**src/rtl/bcc_pkg.sv**
```systemverilog
// Shared types and constants for the bipartite crossing counter.
package bcc_pkg;

  localparam int ROW_W       = 32;
  localparam int CFG_W       = 6;
  localparam int TOTAL_W     = 18;
  localparam int OUT_TDATA_W = 24;

  localparam logic [CFG_W-1:0] NUM_COLUMNS_RST = 6'd32;

  typedef enum logic [1:0] {
    ST_IDLE,
    ST_SCAN,
    ST_FINISH
  } bcc_state_e;

  typedef struct packed {
    logic accept;
    logic step;
    logic out_load;
  } bcc_cmd_t;

  typedef struct packed {
    logic rows_full;
    logic col_zero;
    logic last;
    logic out_free;
  } bcc_status_t;

endpackage

```
**src/rtl/bcc_ctrl.sv**
```systemverilog
// Controller for the crossing counter: accept, column walk, result hand-off.
module bcc_ctrl (
  input  logic                 clk_i,
  input  logic                 rst_ni,
  input  logic                 s_axis_tvalid,
  input  logic                 s_axis_tlast,
  output logic                 s_axis_tready,
  input  bcc_pkg::bcc_status_t status_i,
  output bcc_pkg::bcc_cmd_t    cmd_o
);

  bcc_pkg::bcc_state_e state_q, state_d;

  always_ff @(posedge clk_i or negedge rst_ni) begin
    if (!rst_ni) begin
      state_q <= bcc_pkg::ST_IDLE;
    end else begin
      state_q <= state_d;
    end
  end

  always_comb begin
    state_d       = state_q;
    cmd_o         = '0;
    s_axis_tready = 1'b0;
    case (state_q)
      bcc_pkg::ST_IDLE: begin
        s_axis_tready = 1'b1;
        if (s_axis_tvalid) begin
          cmd_o.accept = 1'b1;
          if (!status_i.rows_full) begin
            state_d = bcc_pkg::ST_SCAN;
          end else if (s_axis_tlast) begin
            state_d = bcc_pkg::ST_FINISH;
          end
        end
      end
      bcc_pkg::ST_SCAN: begin
        cmd_o.step = 1'b1;
        if (status_i.col_zero) begin
          state_d = status_i.last ? bcc_pkg::ST_FINISH : bcc_pkg::ST_IDLE;
        end
      end
      bcc_pkg::ST_FINISH: begin
        if (status_i.out_free) begin
          cmd_o.out_load = 1'b1;
          state_d        = bcc_pkg::ST_IDLE;
        end
      end
      default: begin
        state_d = bcc_pkg::ST_IDLE;
      end
    endcase
  end

endmodule

```
**src/rtl/bcc_datapath.sv**
```systemverilog
// Datapath: column counts, suffix accumulator, running total and result register.
module bcc_datapath #(
  parameter int MAX_ROWS = 32,
  parameter int MAX_COLS = 32
) (
  input  logic                              clk_i,
  input  logic                              rst_ni,
  input  logic                              cfg_valid_i,
  input  logic [bcc_pkg::CFG_W-1:0]         cfg_data_i,
  input  logic [bcc_pkg::ROW_W-1:0]         s_axis_tdata,
  input  logic                              s_axis_tlast,
  output logic                              m_axis_tvalid,
  input  logic                              m_axis_tready,
  output logic [bcc_pkg::OUT_TDATA_W-1:0]   m_axis_tdata,
  output logic                              m_axis_tuser,
  input  bcc_pkg::bcc_cmd_t                 cmd_i,
  output bcc_pkg::bcc_status_t              status_o
);

  localparam int NCOL  = (MAX_COLS < bcc_pkg::ROW_W) ? MAX_COLS : bcc_pkg::ROW_W;
  localparam int CW    = $clog2(NCOL);
  localparam int NW    = $clog2(NCOL + 1);
  localparam int RW    = $clog2(MAX_ROWS + 1);
  localparam int SW    = $clog2(NCOL * MAX_ROWS + 1);
  localparam int TW    = bcc_pkg::TOTAL_W;
  localparam int PAD_W = bcc_pkg::OUT_TDATA_W - TW;

  logic [bcc_pkg::CFG_W-1:0] num_columns_q;
  logic [NCOL-1:0]           row_q;
  logic                      last_q;
  logic [CW-1:0]             col_q;
  logic [SW-1:0]             suffix_q;
  logic [TW-1:0]             total_q, total_d;
  logic [RW-1:0]             rows_seen_q;
  logic                      overflow_q;
  logic [RW-1:0]             counts_q [NCOL];
  logic                      out_valid_q;
  logic [TW-1:0]             out_count_q;
  logic                      out_ovf_q;

  logic [NW-1:0]   active_cols;
  logic [NCOL-1:0] row_masked;
  logic [CW-1:0]   start_col;
  logic [TW:0]     sum;
  logic            col_zero;
  logic            rows_full;

  always_comb begin
    if ({1'b0, num_columns_q} > 7'(NCOL)) begin
      active_cols = NW'(NCOL);
    end else begin
      active_cols = NW'(num_columns_q);
    end
    for (int i = 0; i < NCOL; i++) begin
      row_masked[i] = s_axis_tdata[i] & (NW'(i) < active_cols);
    end
    start_col = (active_cols == '0) ? '0 : CW'(active_cols - NW'(1));
  end

  assign sum       = {1'b0, total_q} + (TW + 1)'(suffix_q);
  assign total_d   = !row_q[col_q] ? total_q : (sum[TW] ? '1 : sum[TW-1:0]);
  assign col_zero  = (col_q == '0);
  assign rows_full = (rows_seen_q == RW'(MAX_ROWS));

  assign status_o.rows_full = rows_full;
  assign status_o.col_zero  = col_zero;
  assign status_o.last      = last_q;
  assign status_o.out_free  = !out_valid_q || m_axis_tready;

  always_ff @(posedge clk_i or negedge rst_ni) begin
    if (!rst_ni) begin
      num_columns_q <= bcc_pkg::NUM_COLUMNS_RST;
    end else if (cfg_valid_i) begin
      num_columns_q <= cfg_data_i;
    end
  end

  always_ff @(posedge clk_i) begin
    if (cmd_i.accept) begin
      row_q    <= row_masked;
      last_q   <= s_axis_tlast;
      col_q    <= start_col;
      suffix_q <= '0;
    end else if (cmd_i.step) begin
      col_q    <= col_q - CW'(1);
      suffix_q <= suffix_q + SW'(counts_q[col_q]);
    end
  end

  always_ff @(posedge clk_i or negedge rst_ni) begin
    if (!rst_ni) begin
      total_q     <= '0;
      rows_seen_q <= '0;
      overflow_q  <= 1'b0;
      for (int i = 0; i < NCOL; i++) begin
        counts_q[i] <= '0;
      end
    end else if (cmd_i.out_load) begin
      total_q     <= '0;
      rows_seen_q <= '0;
      overflow_q  <= 1'b0;
      for (int i = 0; i < NCOL; i++) begin
        counts_q[i] <= '0;
      end
    end else begin
      if (cmd_i.accept && rows_full) begin
        overflow_q <= 1'b1;
      end
      if (cmd_i.step) begin
        total_q <= total_d;
        if (col_zero) begin
          rows_seen_q <= rows_seen_q + RW'(1);
          for (int i = 0; i < NCOL; i++) begin
            counts_q[i] <= counts_q[i] + RW'(row_q[i]);
          end
        end
      end
    end
  end

  // result register, frees the scan side while a beat waits downstream
  always_ff @(posedge clk_i or negedge rst_ni) begin
    if (!rst_ni) begin
      out_valid_q <= 1'b0;
    end else if (cmd_i.out_load) begin
      out_valid_q <= 1'b1;
    end else if (m_axis_tready) begin
      out_valid_q <= 1'b0;
    end
  end

  always_ff @(posedge clk_i) begin
    if (cmd_i.out_load) begin
      out_count_q <= total_q;
      out_ovf_q   <= overflow_q;
    end
  end

  assign m_axis_tvalid = out_valid_q;
  assign m_axis_tdata  = {PAD_W'(0), out_count_q};
  assign m_axis_tuser  = out_ovf_q;

`ifndef SYNTHESIS
  a_rows_bound: assert property (@(posedge clk_i) disable iff (!rst_ni)
    rows_seen_q <= RW'(MAX_ROWS))
    else $error("rows_seen above limit");

  a_clear_on_load: assert property (@(posedge clk_i) disable iff (!rst_ni)
    cmd_i.out_load |=> (total_q == '0 && rows_seen_q == '0 && !overflow_q))
    else $error("matrix state not cleared after result");

  a_row_counted: assert property (@(posedge clk_i) disable iff (!rst_ni)
    (cmd_i.step && col_zero && !cmd_i.out_load)
      |=> rows_seen_q == $past(rows_seen_q) + RW'(1))
    else $error("finished row not counted");

  a_no_load_while_full: assert property (@(posedge clk_i) disable iff (!rst_ni)
    (cmd_i.out_load && out_valid_q) |-> m_axis_tready)
    else $error("result overwritten before taken");
`endif

endmodule

```
**src/rtl/bipartite_crossing_counter.sv**
```systemverilog
// Top level of the two-layer edge crossing counter.
//
//  channel   dir  handshake                        payload
//  s_axis    in   s_axis_tvalid / s_axis_tready    tdata[31:0] row_bits, tlast last_row
//  m_axis    out  m_axis_tvalid / m_axis_tready    tdata[17:0] crossing_count, tuser row_overflow
//  cfg       in   cfg_valid_i / cfg_ready_o        cfg_data_i num_columns
//
// A row takes an accept state (ST_IDLE) followed by the column walk (ST_SCAN), which
// steps the suffix accumulator one column per cycle, from the highest active column down to 0.
// A row past the row limit is accepted without a walk. After the last row, ST_FINISH loads the result.
// Reset clears counts, total and the result valid flag; num_columns resets to 32.
// A pending result beat does not stall rows; only loading the next result waits for it.
module bipartite_crossing_counter #(
  parameter int MAX_ROWS = 32,
  parameter int MAX_COLS = 32
) (
  input  logic                            clk_i,
  input  logic                            rst_ni,
  input  logic                            cfg_valid_i,
  output logic                            cfg_ready_o,
  input  logic [bcc_pkg::CFG_W-1:0]       cfg_data_i,
  input  logic                            s_axis_tvalid,
  output logic                            s_axis_tready,
  input  logic [bcc_pkg::ROW_W-1:0]       s_axis_tdata,  // [31:0] row_bits
  input  logic                            s_axis_tlast,
  output logic                            m_axis_tvalid,
  input  logic                            m_axis_tready,
  output logic [bcc_pkg::OUT_TDATA_W-1:0] m_axis_tdata,  // [17:0] crossing_count, rest zero
  output logic                            m_axis_tuser,  // [0] row_overflow
  output logic                            m_axis_tlast
);

  bcc_pkg::bcc_cmd_t    cmd;
  bcc_pkg::bcc_status_t status;

  assign cfg_ready_o  = 1'b1;
  assign m_axis_tlast = 1'b1;

  bcc_ctrl u_ctrl (
    .clk_i         (clk_i),
    .rst_ni        (rst_ni),
    .s_axis_tvalid (s_axis_tvalid),
    .s_axis_tlast  (s_axis_tlast),
    .s_axis_tready (s_axis_tready),
    .status_i      (status),
    .cmd_o         (cmd)
  );

  bcc_datapath #(
    .MAX_ROWS (MAX_ROWS),
    .MAX_COLS (MAX_COLS)
  ) u_datapath (
    .clk_i         (clk_i),
    .rst_ni        (rst_ni),
    .cfg_valid_i   (cfg_valid_i),
    .cfg_data_i    (cfg_data_i),
    .s_axis_tdata  (s_axis_tdata),
    .s_axis_tlast  (s_axis_tlast),
    .m_axis_tvalid (m_axis_tvalid),
    .m_axis_tready (m_axis_tready),
    .m_axis_tdata  (m_axis_tdata),
    .m_axis_tuser  (m_axis_tuser),
    .cmd_i         (cmd),
    .status_o      (status)
  );

endmodule
```
**config.mk**
```make
export PLATFORM = sky130hd
export DESIGN_NAME = bipartite_crossing_counter
export DESIGN_NICKNAME = d
export VERILOG_FILES = /design/src/rtl/bcc_pkg.sv /design/src/rtl/bcc_ctrl.sv /design/src/rtl/bcc_datapath.sv /design/src/rtl/bipartite_crossing_counter.sv
export SDC_FILE = /design/constraint.sdc
export NUM_CORES = 1
export LEC_CHECK = 0
export ABC_AREA = 1
export BUFFER_PORTS_ARGS = -buffer_cell sky130_fd_sc_hd__buf_2
export CAP_MARGIN = 15
export CORE_MARGIN = 2
export CORE_UTILIZATION = 40
export CTS_CLUSTER_SIZE = 8
export DETAILED_ROUTE_END_ITERATION = 10
export PLACE_DENSITY_LB_ADDON = 0.25
export SYNTH_ARGS = -nofsm -noshare
export SYNTH_HDL_FRONTEND = slang
export SYNTH_SLANG_ARGS = --single-unit
```
**constraint.sdc**
```tcl
create_clock -name clk_i -period 2.8 [get_ports clk_i]
set_input_delay 0.56 -clock clk_i [delete_from_list [all_inputs] [get_ports clk_i]]
set_output_delay 0.56 -clock clk_i [all_outputs]
set_load 0.02 [all_outputs]
```
# --- Yosys cells after proc, flatten, opt, wreduce, memory -nomap -nowiden ---
# Index checks and enable logic that the tools add are counted.
word_totals:
  register_bits: 294
  out_inout_bits: 29
  inputBits: 44
  wordCells: 207
classes:
  add_sub_neg: 37
  n_reduce_logical: 15
  eq_ne: 7
  n_bitwise: 33
  mux: 36
  order_cmp: 35
op_table:
  columns: ["cell", "count"]
  rows:
  - ["192-bit two-way mux", 3]
  - ["6-bit by 1-bit adder with 6-bit output", 32]
  - ["5-bit by 6-bit less-than comparator with 1-bit output, first input constant", 16]
  - ["18-bit two-way mux", 4]
  - ["4-bit by 6-bit less-than comparator with 1-bit output, first input constant", 8]
  - ["6-bit two-way mux", 6]
  - ["1-bit bitwise AND", 32]
  - ["6-bit binary-select mux with 5-bit select", 1]
  - ["3-bit by 6-bit less-than comparator with 1-bit output, first input constant", 4]
  - ["18-bit by 11-bit adder with 19-bit output", 1]
  - ["5-bit two-way mux", 3]
  - ["1-bit by 6-bit less-than comparator with 1-bit output, first input constant", 2]
  - ["2-bit by 6-bit less-than comparator with 1-bit output, first input constant", 2]
  - ["2-bit two-way mux", 6]
  - ["2-bit nonzero test", 6]
  - ["11-bit by 6-bit adder with 11-bit output", 1]
  - ["1-bit two-way mux", 11]
  - ["5-bit by 1-bit subtractor with 5-bit output, second input constant", 2]
  - ["6-bit by 1-bit adder with 6-bit output, second input constant", 1]
  - ["6-bit equality test, second input constant", 1]
  - ["6-bit greater-or-equal comparator, second input constant", 1]
  - ["6-bit > comparator, second input constant", 1]
  - ["6-bit logical NOT", 1]
  - ["5-bit by 6-bit less-than comparator with 1-bit output, second input constant", 1]
  - ["other kinds (15)", 17]

# --- Depth between registers and ports, before layout ---
depth:
  depth_word: 6
  ltp_mapped: 21

# --- By module ---
# A second synthesis with hierarchy kept.
unflattened:
  cells_unflattened: 2259
  area_unflattened_um2: 17286.6
modules_own_cells:
  columns: ["module", "area_per_inst_um2", "cells_each", "seq_area_each_um2", "instances"]
  rows:
  - ["bcc_datapath", 17110.2, 2229, 7538.5, 1]
  - ["bcc_ctrl", 157.7, 27, 50.0, 1]
  - ["bipartite_crossing_counter", 18.8, 3, 0.0, 1]

# --- Worst setup path before layout ---
# OpenSTA, ideal clock, no wires.
synth_timing:
  path_type: "register to register"
  start: "reg u_datapath.col_q[0]"
  end: "reg u_datapath.suffix_q[7]"
  setup_slack_ns: 0.038
  period_less_slack_ns: 2.762
  required_ns: 2.687
  t_arrival_ns: 2.649
  path_stages_with_launch: 21
  path_cell_list: "edfxtp_1 > buf_4 > inv_2 > buf_6 > buf_6 > buf_4 > buf_2 > a21oi_1 > o21ai_0 > nand2_1 > nand2_1 > nand3_1 > ha_1 > a21oi_1 > o21ai_0 > a21oi_1 > nor2_1 > o21ai_0 > nand2_1 > nand2_1 > nor2_1"
synth_between:
  elab_chain_cells: 5
synth_lines:
  columns: ["element", "line_no", "source"]
  rows:
  - ["from (decl)", "bcc_datapath.sv:31", "logic [CW-1:0] col_q;"]
  - ["from (signal assigned)", "bcc_datapath.sv:82", "col_q <= start_col;"]
  - ["from (signal assigned)", "bcc_datapath.sv:85", "col_q <= col_q - CW'(1);"]
  - ["5-bit NOT with 6-bit output (implied by the code)", "bcc_datapath.sv:86", "suffix_q <= suffix_q + SW'(counts_q[col_q]);"]
  - ["6-bit binary-select mux with 5-bit select", "bcc_datapath.sv:86", null]
  - ["6-bit two-way mux (implied by the code) (2 in series)", "bcc_datapath.sv:86", null]
  - ["11-bit by 6-bit adder with 11-bit output", "bcc_datapath.sv:86", null]
  - ["to (signal assigned)", "bcc_datapath.sv:86", null]
  - ["to (decl)", "bcc_datapath.sv:32", "logic [SW-1:0] suffix_q;"]
# Every way passes these cells. The select of a mux whose other input is x is not followed.
# A chain may end at the register's enable or synchronous reset.

# --- Worst setup path after layout ---
layout_timing:
  start: "reg u_datapath.col_q[0]"
  end: "reg u_datapath.suffix_q[5]"
# Same word-level chain as after synthesis.

==> metrics.txt <==
run status finished with violations; failing checks negative setup slack; main combinational cell family by area after synthesis simple AND/OR/NAND/NOR gates; most frequent cells in the layout 343 x nand2_1, 269 x inv_1, 225 x dfrtp_1; crit path launch type flip-flop; Max Slew Vio Count 0; row count 75; ant diodes 0; largest net degree at the start of global routing 87; final WL 49,100 microns; worst-margin pin slew 605 ps; # clock sinks 294; P_leak 9.24 nW; crit share post-route 1.03; Antenna Nets Post-Route 0; Final Cell Area 20,200 sq um; Min-Delay Path Class in -> reg; Final HPWL DP 32,200 microns; core box area 41,700 sq um; instance count of the mapped netlist 2,110; CTS Root Cell clkbuf_16; final count of hold timing violations 0; drt pass-1 iters 5; fin nets 2,373; Post-synth ARST share 0.769; skew final 20.1 ps; ys flop type dfrtp_1; Power Total 23.3 mW; Tot GR Track Use 0.223; DR WL/cell 17.5 microns; GR Overflow Total 0; power per cell area 1150 nW/um^2; first-pass GRT wire length slightly below 80,000 microns; Seq/Total Area, Yosys 0.452; clock-pin slew on the worst setup and hold paths 50 ps; CTS tree built; via count 15.1k; Avg Synthesized Cell Area 7.95 sq um; hold path startpoint cfg_data_i[4]; # DRC 0; clk_lat worst skew 560 ps; mux contribution to synthesized area 0.000671; TritonCTS Buffers 42; Data arrival, critical path 3360 ps; die footprint around 44,000 sq um; post-synthesis adder-cell area fraction 0.0673; CP endpoint kind flip-flop; final setup margin -82.5 ps; initial drt markers 1,080; Post-Place Setup Slack -279 ps; CP Class reg -> reg; Layout Utilization 0.485; Peak VDD IR 469 uV; worst r2r src u_datapath.col_q[0]$_DFFE_PP_; xor/xnor cell area share of the yosys netlist 0.00626; H-tree levels 2; Post-Syn Area around 17,000 sq um; synthesis-to-finish area growth 20.5%; filler instances 4,033; min Tclk post-route 2880 ps; Vias per Instance 5.39; Synth Area in Compound Gates 0.182; commonest non-fill, non-tap cell in the layout nand2_1; ratio of cells with drive above 1 in the final layout 0.138; CP Data Required Time 3280 ps; CP Launch Point u_datapath.col_q[0]$_DFFE_PP_; chip height ~210 microns; final count of negative-setup-slack endpoints 6; Synthesis Warnings 0; non-filler instance count after layout roughly 2.8k; vias in the first global route approximately 15k; I/O pin count 73; Synth Area in Simple Gates 0.196; Netlist cell types between 50 and 60; placed insts 2,707; dpl cell area approximately 18,000 sq um; MaxCap Viol Count 0; initial antenna violation count 0; Max clock buf depth 3; Die Width ~210 microns; RSZ-0062 raised after global routing yes; crit-path max FO 10; Starting Density 0.403; Final GP Congestion just under 0.9; flops & latches, synth 294; EDFF count, synth 57; # port buffers 64; Slew HR 0.597; Max Clk Rate 347 MHz
==> Yosys cell counts, drive strengths merged, types with 2 or more instances <==
cell type | n | area, sq um
dfxtp | 11 | 220
nor2 | 171 | 669
o211ai | 5 | 37.5
and2 | 2 | 12.5
a21oi | 208 | 1040
xnor2 | 8 | 70.1
nand2 | 352 | 1350
or2 | 3 | 18.8
a32o | 5 | 50.1
edfxtp | 57 | 1710
nand4 | 4 | 25.0
o311ai | 7 | 61.3
a31oi | 16 | 100
a21o | 2 | 15.0
dfrtp | 225 | 5630
o21bai | 7 | 52.6
xor2 | 4 | 35.0
o22ai | 7 | 43.8
buf | 62 | 392
fa | 2 | 40.0
clkbuf | 46 | 173
nor3 | 60 | 300
a22o | 24 | 210
conb | 2 | 7.51
inv | 278 | 1040
nand3b | 2 | 15.0
nand3 | 174 | 876
o21ai | 251 | 1260
ha | 87 | 1090
a211oi | 17 | 128
==> kinds of logic after synthesis <==
logic type	Yosys count
other	2
DFF	294
AOI/OAI and AO/OA	555
adders and majority gates	89
buffers and inverters	386
muxes	1
xor gates and xnor gates	12
and+or+nand+nor	771
==> per-layer routing <==
metal / vias to the layer above / track usage / wire (microns) / part of all wire
li1: 7355 / - / - / -
met1: 7163 / 0.309 / 22300 / 0.45
met2: 491 / 0.359 / 22500 / 0.46
met3: 76 / 0.0332 / 3100 / 0.063
met4: 0 / 0.0736 / 1140 / 0.023
met5: - / 0 / 0 / 0
==> metrics by stage <==
stage | setup TNS (ps) | hold slack, ps
6_report | -366 | 212
5_1_grt | -1140 | 215
4_1_cts | -39.7 | 190
3_5_place_dp | -1270 | 442
3_3_place_gp | -1010 | 443
2_1_floorplan | 0 | 264
==> registers in the layout, indices dropped and copies added (netlist names), 2 cells and up <==
register and cells:
u_datapath.counts_q 192, u_datapath.total_q 18, u_ctrl.state_q 2, u_datapath.rows_seen_q 6, u_datapath.row_q 32, u_datapath.col_q 5
u_datapath.num_columns_q 6, u_datapath.out_count_q 18, u_datapath.suffix_q 11
==> worst max-delay path, cell delays in order (launching register included) <==
cell,delay [ps]
edfxtp_1,420
buf_8,200
clkinv_8,100
buf_12,160
buf_4,150
a21oi_1,190
buf_4,150
o21ai_1,80
nand2_1,100
nand3_2,110
ha_4,320
nand2_2,80
o21ai_2,170
buf_4,140
a21oi_4,30
buf_4,130
xor2_1,130
o21ai_0,140
==> final timing paths <==
| check | to | slack [ps] | depth (start not counted) |
|---|---|---|---|
| worst min-delay path | u_datapath.num_columns_q[4]$_DFFE_PN0P_ | 210 | 3 |
| worst min register to register | u_datapath.m_axis_tuser$_DFFE_PP_ | 460 | 0 |
| worst max-delay path | u_datapath.suffix_q[5]$_SDFFE_PP0P_ | -80 | 17 |
| max in group asynchronous | u_datapath.num_columns_q[5]$_DFFE_PN1P_ | 1490 | 3 |
| worst max register to register | u_datapath.suffix_q[5]$_SDFFE_PP0P_ | -80 | 17 |
| min in group asynchronous | u_datapath.counts_q[17]$_DFFE_PN0P_ | 590 | 2 |
==> report_power, final <==
group / switching [mW] / total [mW] / internal (mW) / leakage (nW)
sequential: 1.25 / 7.10 / 5.85 / 3.70
clock: 1.89 / 4.68 / 2.80 / 0.559
combinational: 6.82 / 11.5 / 4.65 / 4.98
total: 9.95 / 23.3 / 13.3 / 9.24
==> area by class of cell <==
| class | count | area, sq um | share of cell area |
|---|---|---|---|
| Multi-Input combinational cell | 1436 | 7980 | 0.395 |
| Sequential cell | 294 | 7590 | 0.375 |
| Timing Repair Buffer | 187 | 1740 | 0.0861 |
| Clock buffer | 64 | 1150 | 0.0571 |
| Inverter | 278 | 1060 | 0.0524 |
| Tap cell | 539 | 674 | 0.0334 |
| Clock inverter | 1 | 8.76 | 0.000433 |
| Timing Repair inverter | 1 | 8.76 | 0.000433 |
==> what timing repair did <==
action                                  in CTS  in global routing
setup buffers                                6                 12
pin swaps                                   10                 38
gates resized for setup                     57                116
gates cloned                                 3                  5
hold buffers                                 1                  0
endpoints found under the hold margin       18                  0
endpoints found under the setup margin       7                 35
No activity file was read; power rests on OpenSTA's default activity.
